## src/rtl/pps_pkg.sv

```systemverilog
// Shared types, constants and helper function of the pure-pursuit steering block.
// Used by the channel interfaces, the controller, the datapath and the top level.
// No dependencies.
package pps_pkg;

    // Default path store depth.
    localparam int PATH_DEPTH_DEF = 1024;

    // Configuration port geometry.
    localparam int CFG_IDX_W  = 3;
    localparam int CFG_DATA_W = 23;

    // Configuration register indexes.
    typedef enum logic [CFG_IDX_W-1:0] {
        CFG_LOOKAHEAD_GAIN = 3'd0,
        CFG_LOOKAHEAD_BASE = 3'd1,
        CFG_WHEELBASE      = 3'd2,
        CFG_STEER_LIMIT    = 3'd3,
        CFG_TOP_SPEED      = 3'd4,
        CFG_SPEED_BLEND    = 3'd5,
        CFG_GOAL_RADIUS    = 3'd6,
        CFG_POINT_SPACING  = 3'd7
    } t_cfg_idx;

    // Configuration reset values.
    localparam logic [15:0] RST_LOOKAHEAD_GAIN = 16'd26;
    localparam logic [22:0] RST_LOOKAHEAD_BASE = 23'd22938;
    localparam logic [22:0] RST_WHEELBASE      = 23'd26214;
    localparam logic [13:0] RST_STEER_LIMIT    = 14'd4817;
    localparam logic [14:0] RST_TOP_SPEED      = 15'd205;
    localparam logic [16:0] RST_SPEED_BLEND    = 17'd52429;
    localparam logic [22:0] RST_GOAL_RADIUS    = 23'd32768;
    localparam logic [22:0] RST_POINT_SPACING  = 23'd6554;

    // Request types.
    typedef enum logic [1:0] {
        REQ_APPEND = 2'd0,
        REQ_CLEAR  = 2'd1,
        REQ_ODOM   = 2'd2,
        REQ_NONE   = 2'd3
    } t_req;

    // Result status codes.
    typedef enum logic [2:0] {
        STAT_DRIVE   = 3'd0,
        STAT_GOAL    = 3'd1,
        STAT_NO_PATH = 3'd2,
        STAT_STORED  = 3'd3,
        STAT_SKIPPED = 3'd4,
        STAT_FULL    = 3'd5
    } t_status;

    // Arithmetic widths.
    localparam int MUL_W    = 34;
    localparam int PROD_W   = 2 * MUL_W;
    localparam int DIST_W   = 66;
    localparam int CORDIC_W = 52;
    localparam int ANG_W    = 22;
    localparam int CNT_W    = 5;
    localparam int CORDIC_STEPS = 17;

    // Angle constants in Q.16 radians and the CORDIC gain inverse in Q.30.
    localparam logic signed [ANG_W-1:0]    PI16     = 22'sd205887;
    localparam logic signed [ANG_W-1:0]    TWOPI16  = 22'sd411775;
    localparam logic signed [ANG_W-1:0]    HALFPI16 = 22'sd102944;
    localparam logic signed [CORDIC_W-1:0] KINV30   = 52'sd652032875;

    // Arctangent of 2^-i in Q.16 radians.
    function automatic logic signed [ANG_W-1:0] cordic_angle(input logic [CNT_W-1:0] i);
        logic signed [ANG_W-1:0] a;
        case (i)
            5'd0:    a = 22'sd51472;
            5'd1:    a = 22'sd30385;
            5'd2:    a = 22'sd16055;
            5'd3:    a = 22'sd8150;
            5'd4:    a = 22'sd4091;
            5'd5:    a = 22'sd2047;
            5'd6:    a = 22'sd1024;
            5'd7:    a = 22'sd512;
            5'd8:    a = 22'sd256;
            5'd9:    a = 22'sd128;
            5'd10:   a = 22'sd64;
            5'd11:   a = 22'sd32;
            5'd12:   a = 22'sd16;
            5'd13:   a = 22'sd8;
            5'd14:   a = 22'sd4;
            5'd15:   a = 22'sd2;
            5'd16:   a = 22'sd1;
            default: a = 22'sd0;
        endcase
        return a;
    endfunction

    // Datapath operations issued by the controller.
    typedef enum logic [4:0] {
        DP_NOP,
        DP_LATCH,
        DP_DIFF_LAST,
        DP_DIFF_POS,
        DP_DIFF_NEAR,
        DP_SQ_DX,
        DP_SQ_DY,
        DP_SUM,
        DP_SQ_SPACE,
        DP_SQ_GOAL,
        DP_SQ_LF,
        DP_STORE,
        DP_CLEAR,
        DP_ODO_INIT,
        DP_RD,
        DP_BEST_UPD,
        DP_NEAR_SET,
        DP_NEAR_LATCH,
        DP_LF_MUL,
        DP_LF_ADD,
        DP_TGT_TST,
        DP_TGT_CLAMP,
        DP_GOAL_CHK,
        DP_IDX_TGT,
        DP_CV_INIT_A,
        DP_CV_INIT_S,
        DP_VEC_STEP,
        DP_ALPHA,
        DP_ROT_STEP,
        DP_WB_MUL,
        DP_DELTA,
        DP_EMIT
    } t_dp_op;

    // Blend steps drive the shared multiplier through this separate command field.
    typedef enum logic [1:0] {
        BL_NONE,
        BL_MEAS,
        BL_TOP,
        BL_SUM
    } t_blend_op;

    // Command from the controller to the datapath.
    typedef struct packed {
        t_dp_op    op;
        t_blend_op blend;
        t_status   emit;
    } t_dp_cmd;

    // Status from the datapath to the controller.
    typedef struct packed {
        t_req req;
        logic count_zero;
        logic count_full;
        logic d_le_ref;
        logic d_gt_ref;
        logic idx_end;
        logic cor_last;
        logic goal;
        logic out_busy;
    } t_dp_status;

    // Controller states.
    typedef enum logic [5:0] {
        S_IDLE, S_DISPATCH,
        S_A_DIFF, S_A_SQX, S_A_SQY, S_A_SUM, S_A_SQSP, S_A_CHK, S_A_STORE,
        S_CLEAR,
        S_O_INIT, S_P1_HEAD, S_P1_RD, S_P1_DIFF, S_P1_SQX, S_P1_SQY, S_P1_SUM, S_P1_UPD,
        S_N_SET, S_N_RD, S_N_LATCH, S_LF_MUL, S_LF_ADD, S_LF_SQ,
        S_P2_HEAD, S_P2_RD, S_P2_DIFF, S_P2_SQX, S_P2_SQY, S_P2_SUM, S_P2_TST,
        S_T_CLAMP, S_G_RD, S_G_DIFF, S_G_SQX, S_G_SQY, S_G_SUM, S_G_SQ, S_G_CHK,
        S_T_IDX, S_T_RD, S_T_DIFF, S_V1_INIT, S_V1_STEP, S_ALPHA, S_R_STEP,
        S_WB_MUL, S_V2_INIT, S_V2_STEP, S_DELTA, S_BL1, S_BL2, S_BL3, S_EMIT
    } t_state;

endpackage

```

## src/rtl/pps_ctrl.sv

```systemverilog
// Controller state machine of the pure-pursuit steering block.
// Sequences the datapath through append, clear and odometry work. Depends on pps_pkg.
module pps_ctrl import pps_pkg::*; (
    input  logic       i_clk,
    input  logic       i_rst_n,
    input  logic       i_in_valid,
    output logic       o_in_ready,
    input  t_dp_status i_stat,
    output t_dp_cmd    o_cmd
);

    t_state  r_state, n_state;
    t_status r_emit, n_emit;

    // State and pending status code.
    always_ff @(posedge i_clk) begin
        if (!i_rst_n) begin
            r_state <= S_IDLE;
            r_emit  <= STAT_STORED;
        end else begin
            r_state <= n_state;
            r_emit  <= n_emit;
        end
    end

    // Next state and datapath commands.
    always_comb begin
        n_state     = r_state;
        n_emit      = r_emit;
        o_cmd.op    = DP_NOP;
        o_cmd.blend = BL_NONE;
        o_cmd.emit  = r_emit;
        o_in_ready  = 1'b0;
        case (r_state)
            S_IDLE: begin
                o_in_ready = 1'b1;
                if (i_in_valid) begin
                    o_cmd.op = DP_LATCH;
                    n_state  = S_DISPATCH;
                end
            end
            S_DISPATCH: begin
                case (i_stat.req)
                    REQ_APPEND: n_state = i_stat.count_zero ? S_A_STORE : S_A_DIFF;
                    REQ_CLEAR:  n_state = S_CLEAR;
                    REQ_ODOM: begin
                        if (i_stat.count_zero) begin
                            n_emit  = STAT_NO_PATH;
                            n_state = S_EMIT;
                        end else begin
                            n_state = S_O_INIT;
                        end
                    end
                    default: begin
                        n_emit  = STAT_SKIPPED;
                        n_state = S_EMIT;
                    end
                endcase
            end

            // Spacing test against the last kept point.
            S_A_DIFF: begin o_cmd.op = DP_DIFF_LAST; n_state = S_A_SQX; end
            S_A_SQX:  begin o_cmd.op = DP_SQ_DX;     n_state = S_A_SQY; end
            S_A_SQY:  begin o_cmd.op = DP_SQ_DY;     n_state = S_A_SUM; end
            S_A_SUM:  begin o_cmd.op = DP_SUM;       n_state = S_A_SQSP; end
            S_A_SQSP: begin o_cmd.op = DP_SQ_SPACE;  n_state = S_A_CHK; end
            S_A_CHK: begin
                if (i_stat.d_le_ref) begin
                    n_emit  = STAT_SKIPPED;
                    n_state = S_EMIT;
                end else begin
                    n_state = S_A_STORE;
                end
            end
            S_A_STORE: begin
                if (i_stat.count_full) begin
                    n_emit = STAT_FULL;
                end else begin
                    o_cmd.op = DP_STORE;
                    n_emit   = STAT_STORED;
                end
                n_state = S_EMIT;
            end
            S_CLEAR: begin
                o_cmd.op = DP_CLEAR;
                n_emit   = STAT_STORED;
                n_state  = S_EMIT;
            end

            // First pass: nearest point from the search start.
            S_O_INIT:  begin o_cmd.op = DP_ODO_INIT; n_state = S_P1_HEAD; end
            S_P1_HEAD: n_state = i_stat.idx_end ? S_N_SET : S_P1_RD;
            S_P1_RD:   begin o_cmd.op = DP_RD;       n_state = S_P1_DIFF; end
            S_P1_DIFF: begin o_cmd.op = DP_DIFF_POS; n_state = S_P1_SQX; end
            S_P1_SQX:  begin o_cmd.op = DP_SQ_DX;    n_state = S_P1_SQY; end
            S_P1_SQY:  begin o_cmd.op = DP_SQ_DY;    n_state = S_P1_SUM; end
            S_P1_SUM:  begin o_cmd.op = DP_SUM;      n_state = S_P1_UPD; end
            S_P1_UPD:  begin o_cmd.op = DP_BEST_UPD; n_state = S_P1_HEAD; end

            // Nearest point and lookahead distance.
            S_N_SET:   begin o_cmd.op = DP_NEAR_SET;   n_state = S_N_RD; end
            S_N_RD:    begin o_cmd.op = DP_RD;         n_state = S_N_LATCH; end
            S_N_LATCH: begin o_cmd.op = DP_NEAR_LATCH; n_state = S_LF_MUL; end
            S_LF_MUL:  begin o_cmd.op = DP_LF_MUL;     n_state = S_LF_ADD; end
            S_LF_ADD:  begin o_cmd.op = DP_LF_ADD;     n_state = S_LF_SQ; end
            S_LF_SQ:   begin o_cmd.op = DP_SQ_LF;      n_state = S_P2_HEAD; end

            // Second pass: first point beyond the lookahead distance.
            S_P2_HEAD: n_state = i_stat.idx_end ? S_T_CLAMP : S_P2_RD;
            S_P2_RD:   begin o_cmd.op = DP_RD;        n_state = S_P2_DIFF; end
            S_P2_DIFF: begin o_cmd.op = DP_DIFF_NEAR; n_state = S_P2_SQX; end
            S_P2_SQX:  begin o_cmd.op = DP_SQ_DX;     n_state = S_P2_SQY; end
            S_P2_SQY:  begin o_cmd.op = DP_SQ_DY;     n_state = S_P2_SUM; end
            S_P2_SUM:  begin o_cmd.op = DP_SUM;       n_state = S_P2_TST; end
            S_P2_TST: begin
                o_cmd.op = DP_TGT_TST;
                n_state  = i_stat.d_gt_ref ? S_T_CLAMP : S_P2_HEAD;
            end

            // Target clamp, then goal test against the final point.
            S_T_CLAMP: begin o_cmd.op = DP_TGT_CLAMP; n_state = S_G_RD; end
            S_G_RD:    begin o_cmd.op = DP_RD;        n_state = S_G_DIFF; end
            S_G_DIFF:  begin o_cmd.op = DP_DIFF_POS;  n_state = S_G_SQX; end
            S_G_SQX:   begin o_cmd.op = DP_SQ_DX;     n_state = S_G_SQY; end
            S_G_SQY:   begin o_cmd.op = DP_SQ_DY;     n_state = S_G_SUM; end
            S_G_SUM:   begin o_cmd.op = DP_SUM;       n_state = S_G_SQ; end
            S_G_SQ:    begin o_cmd.op = DP_SQ_GOAL;   n_state = S_G_CHK; end
            S_G_CHK:   begin o_cmd.op = DP_GOAL_CHK;  n_state = S_T_IDX; end

            // Steering angle through the shared CORDIC.
            S_T_IDX:   begin o_cmd.op = DP_IDX_TGT;   n_state = S_T_RD; end
            S_T_RD:    begin o_cmd.op = DP_RD;        n_state = S_T_DIFF; end
            S_T_DIFF:  begin o_cmd.op = DP_DIFF_POS;  n_state = S_V1_INIT; end
            S_V1_INIT: begin o_cmd.op = DP_CV_INIT_A; n_state = S_V1_STEP; end
            S_V1_STEP: begin
                o_cmd.op = DP_VEC_STEP;
                if (i_stat.cor_last) begin
                    n_state = S_ALPHA;
                end
            end
            S_ALPHA:   begin o_cmd.op = DP_ALPHA;     n_state = S_R_STEP; end
            S_R_STEP: begin
                o_cmd.op = DP_ROT_STEP;
                if (i_stat.cor_last) begin
                    n_state = S_WB_MUL;
                end
            end
            S_WB_MUL:  begin o_cmd.op = DP_WB_MUL;    n_state = S_V2_INIT; end
            S_V2_INIT: begin o_cmd.op = DP_CV_INIT_S; n_state = S_V2_STEP; end
            S_V2_STEP: begin
                o_cmd.op = DP_VEC_STEP;
                if (i_stat.cor_last) begin
                    n_state = S_DELTA;
                end
            end
            S_DELTA:   begin o_cmd.op = DP_DELTA;     n_state = S_BL1; end

            // Speed blend.
            S_BL1: begin o_cmd.blend = BL_MEAS; n_state = S_BL2; end
            S_BL2: begin o_cmd.blend = BL_TOP;  n_state = S_BL3; end
            S_BL3: begin
                o_cmd.blend = BL_SUM;
                n_emit      = i_stat.goal ? STAT_GOAL : STAT_DRIVE;
                n_state     = S_EMIT;
            end

            // Hand the result to the output register once it is free.
            S_EMIT: begin
                if (!i_stat.out_busy) begin
                    o_cmd.op = DP_EMIT;
                    n_state  = S_IDLE;
                end
            end
            default: n_state = S_IDLE;
        endcase
    end

endmodule

```

## config.mk

```make
export PLATFORM = sky130hd
export DESIGN_NAME = pps_ctrl
export DESIGN_NICKNAME = d
export VERILOG_FILES = /design/src/rtl/pps_pkg.sv /design/src/rtl/pps_ctrl.sv
export SDC_FILE = /design/constraint.sdc
export NUM_CORES = 1
export LEC_CHECK = 0
export ABC_CLOCK_PERIOD_IN_PS = 1600
export BUFFER_PORTS_ARGS = -buffer_cell sky130_fd_sc_hd__buf_2
export CAP_MARGIN = 20
export CORE_MARGIN = 5
export CORE_UTILIZATION = 53
export DETAILED_ROUTE_END_ITERATION = 7
export PLACE_DENSITY_LB_ADDON = 0.08
export REMOVE_ABC_BUFFERS = 1
export SYNTH_ARGS = -nofsm -noshare
export SYNTH_HDL_FRONTEND = slang
export SYNTH_SLANG_ARGS = --single-unit
```

## constraint.sdc

```tcl
create_clock -name i_clk -period 1.6 [get_ports i_clk]
set_input_delay 0.08 -clock i_clk [delete_from_list [all_inputs] [get_ports i_clk]]
set_output_delay 0.08 -clock i_clk [all_outputs]
set_load 0.05 [all_outputs]
```

==> results of run 1 <==
cell families after synthesis:
kind of cell	after synthesis	share of synthesized area
xor gates and xnor gates	9	0.0441
and+or+nand+nor	120	0.355
DFF	9	0.101
muxes	2	0.0112
AOI/OAI and AO/OA	102	0.394
buffers and inverters	31	0.0945
synthesized netlist by cell type, drive strengths merged (5+ instances only):
master / instances
nor4: 6
nand2b: 6
a21oi: 20
xnor2: 6
a31oi: 5
nand2: 34
dfxtp: 9
nor2: 23
inv: 6
or3: 6
nand4: 5
o22ai: 7
buf: 24
nor2b: 12
nor3: 9
o21ai: 27
per-stage QoR:
step	hold slack [ns]	setup slack [ns]	utilization
2_1_floorplan	0.142	-1.65	-
3_3_place_gp	0.331	-0.286	0.758
3_5_place_dp	0.333	-0.288	0.758
4_1_cts	0.0553	-0.399	0.881
repair_timing:
action	in CTS
pin swaps	24
setup buffers	23
hold endpoints to repair	0
gates resized for setup	84
endpoints found under the setup margin	17
==> impl_metrics.toml, run 1 <==
[clocking]
hold_buffers = 0
clock-sinks = 9
numCtsBuffers = 3
htree_levels = 1
max-clock-path-buffers = 2
ctsRootBufferMaster = "clkbuf_4"

[floorplan]
number_of_rows_created_at_floorplan = 21
io_pins = 24
die_w_um = 68.1
die_h_um = 68.1
initial_util = 0.540

[placed_design]
final_estimated_routing_congestion_in_global_placement = 0.975
placement.io_buffers = 23
placed_cell_area_mm2 = 0.00251
post-dp-hpwl_um = 5490
placedCellCount = 408

[status]
failing_step = "global routing (5_1_grt)"
result_of_the_run = "aborted with a tool error"
stop_error = "[ERROR DPL-0038] Utilization greater than 100%, impossible to legalize"

[synthesis]
synthTopCellsByArea = "dfxtp_1 10%, o21ai_0 7.3%, nand2_1 7.1%"
dominantRegCellSynth = "dfxtp_1"
post-synth-top-area-fraction = 0.101
synth_async_sr_flop_share = 0
synth.yosys.warnings = 0
synth.avg_cell_area_um2 = 6.55
ys_types = 66
synth_area_mm2 = 0.00179
synth-edff-count = 0
synth_seq_area_share = 0.101
synth_largest_area_cell = "dfxtp_1"
postSynthCellCount = 273
synth.ff_latch_count = 9

[timing]
timing.repair.worst_endpoint_type = "primary output"
crit_endpoint_post_grt_repair = "o_cmd[8]"

[grt]
pin_count_of_the_biggest_net_entering_global_routing = 21
==> run 2: changes to the inputs <==
ABC_CLOCK_PERIOD_IN_PS = 2100   (was 1600)
CORE_UTILIZATION = 40   (was 53)
PLACE_DENSITY_LB_ADDON = 0.15   (was 0.08)
clock period = 2.1 ns   (was 1.6 ns; I/O delays follow)
==> impl_metrics.toml, run 2 <==
[routing]
first_pass_iters = 5
route.detailed.vias_per_inst = 6.46
drcViolationCount = 0
detail_route.wirelength_um = 7090
num_vias = 2404
post_detailed_route_count_of_antenna_violating_nets = 0
routedWlPerCell_um = 19.1
detail_route.iter0.violations = 380

[synthesis]
synth.ff_latch_count = 9
synth-compound-area-share = 0.394
ys_types = 66
dominantRegCellSynth = "dfxtp_1"
synth.most_common_cell = "nand2_1"
synth-edff-count = 0
synthTopCellsByCount = "34 x nand2_1, 26 x o21ai_0, 22 x nor2_1"
postSynthCellCount = 273
yosys.area_share.simple = 0.355
synth.avg_cell_area_um2 = 6.55
xor_and_xnor_area_share_after_synthesis = 0.0441
synth_area_mm2 = 0.00179
synth_largest_area_cell = "dfxtp_1"
synthTopCellsByArea = "dfxtp_1 10%, o21ai_0 7.3%, nand2_1 7.1%"
muxShareOfSynthArea = 0.0112
synth_async_sr_flop_share = 0
synth_adder_area_share = 0
synth.yosys.warnings = 0
synth_top_family_by_area = "compound AO/OA/AOI/OAI gates"
post-synth-top-area-fraction = 0.101
synth_seq_area_share = 0.101

[grt]
grt_pass1_vias = 2007
pin_count_of_the_biggest_net_entering_global_routing = 37
met2_usage = 0.320
grt.met1_usage = 0.311
grtUsageMet3 = 0.0398
globalRouteTotalUtil = 0.211
busiest_layer_in_global_routing = "met2"
initial_antenna_violation_count = 0
first_pass_grt_wire_length_um = 10400
grt_remaining_overflow = 0

[critical_path]
crit_path_max_fanout = 18
cp_slowest_cell = "dfxtp_4"
critical_path_class = "reg2out"
worstSetupStartpointType = "register"
critical_path_arrival_ns = 1.97
cpPeakStageDelay_ns = 0.38
worstPathCellList = "buf_12 -> clkinvlp_4 -> nand2_2 -> o32ai_2 -> a221o_1 -> a21oi_2 -> nand4b_1 -> buf_6"
worstSetupEndpointType = "output pin"
critical_path_required_ns = 2.00
critPathTopFamily = "compound AO/OA/AOI/OAI gates"
crit_buf_inv = 3

[layout]
multiInputGateArea_mm2 = 0.00149
largest_register_ffs = 6
mostFrequentLayoutCell = "buf_4"
synthToLayoutAreaGrowth_pct = 34.3
post_route_cells_drive_above_1_share = 0.341
top_register = "r_state"
seqCellArea_um2 = 195
fin_area_mm2 = 0.00240
layout.cells.most_common_list = "40 x buf_4, 32 x nand2_1, 24 x o21ai_0"
nets_finish = 334
finish.cell_count_without_fillers = 372
num_antenna_cells = 0
fillers = 430
largestRegisters = "r_state (6), r_emit (3)"

[clocking]
tritoncts = "done"
worst_skew_pair.late_latency_ns = 0.24
max-clock-path-buffers = 2
numCtsBuffers = 3
clock-sinks = 9
clkSlewWorstSetupHoldPaths_ns = 0.05
ctsRootBufferMaster = "clkbuf_8"
htree_levels = 1

[floorplan]
number_of_rows_created_at_floorplan = 24
die-area_mm2 = 0.00591
die_h_um = 76.9
initial_util = 0.411
die_w_um = 76.9
total_core_area_mm2 = 0.00435
io_pins = 24

[timing]
finalCriticalPeriod_ns = 2.07
setup_viol = 0
finalSetupTns_ns = 0
report.final.hold_viol_count = 0
drv_slew = 0
max_freq_mhz = 483
clock_skew_ns = 0.000268
maxSlewHeadroom = 0.644
least_margin_pin_slew_ns = 0.520
postLayoutSetupSlackWorst_ns = 0.0298
final_min_period_over_clock_period = 0.986

[flow_run]
maxCapViolCount = 0

[power_and_ir_drop]
p_per_area_mw_per_mm2 = 1650
finalPower_w = 0.00395
power.static_leakage_nw = 0.919
vdd_drop_max_mv = 0.871

[placed_design]
placed_cell_area_mm2 = 0.00215
minimum_setup_slack_after_placement_ns = 0.0220
post-dp-hpwl_um = 4870
final_estimated_routing_congestion_in_global_placement = 0.932
placement.io_buffers = 23
placedCellCount = 360

[min_path]
hp-class = "in2reg"

[status]
result_of_the_run = "completed"
-- run 2: cell counts after synthesis --
No cell type changed its count.
-- run 2: kinds of logic (layout without fill, tap and decap cells) --
group | count (synthesis) | after routing
XOR/XNOR | 9 | 9
AO/OA/AOI/OAI | 102 | 102
buffers and inverters | 31 | 78
AND/OR/NAND/NOR | 120 | 120
flip-flops | 9 | 9
multiplexers | 2 | 2
-- run 2: power breakdown --
group          total (W)  leakage [nW]  switching, W  internal [W]
logic            0.00339         0.816       0.00201       0.00138
registers       0.000354        0.0771      0.000101      0.000253
clock network   0.000210        0.0255     0.0000796      0.000130
-- run 2: layout make-up --
class,count,share of cell area
multi-input combinational,233,0.622
timing repair buffer,68,0.238
sequential,9,0.0813
tap,52,0.0271
clock buffer,3,0.0172
inverter,6,0.0125
clock inverter,1,0.00208
-- run 2: per-layer routing --
layer	part of all wire	wire, um
met1	0.42	3000
met2	0.45	3220
met3	0.097	689
met4	0.026	187
met5	0	0
-- run 2: worst min-delay path, stage by stage --
cell	delay, ns
buf_2	0.07
o21ai_0	0.07
nand3_1	0.07
-- run 2: path summary, 6_finish.rpt --
path	to	slack, ns	start	cells past startpoint
worst max-delay path	o_cmd[6]	0.03	r_state[1]$_SDFFE_PN0P_	8
worst min-delay path	r_emit[0]$_SDFFE_PN1P_	0.11	i_stat[1]	3
worst max register to register	r_state[2]$_SDFFE_PN0P_	0.13	r_state[1]$_SDFFE_PN0P_	7
worst min register to register	r_emit[0]$_SDFFE_PN1P_	0.46	r_emit[0]$_SDFFE_PN1P_	2
-- run 2: timing repair --
action | in CTS | in global routing
pin swaps | 0 | 1
endpoints found under the setup margin | 7 | 7
hold buffers | 0 | 0
hold endpoints to repair | 0 | 0
gates cloned | 0 | 2
resized for setup | 8 | 30
setup buffers | 0 | 6
-- run 2: stage by stage --
step                       util  hold slack [ns]
after detailed placement  0.494            0.363
after global placement    0.494            0.356
after floorplan               -            0.167
final                     0.551            0.112
after CTS                 0.509            0.113
after global routing      0.551            0.131
No activity file was read; power rests on OpenSTA's default activity.
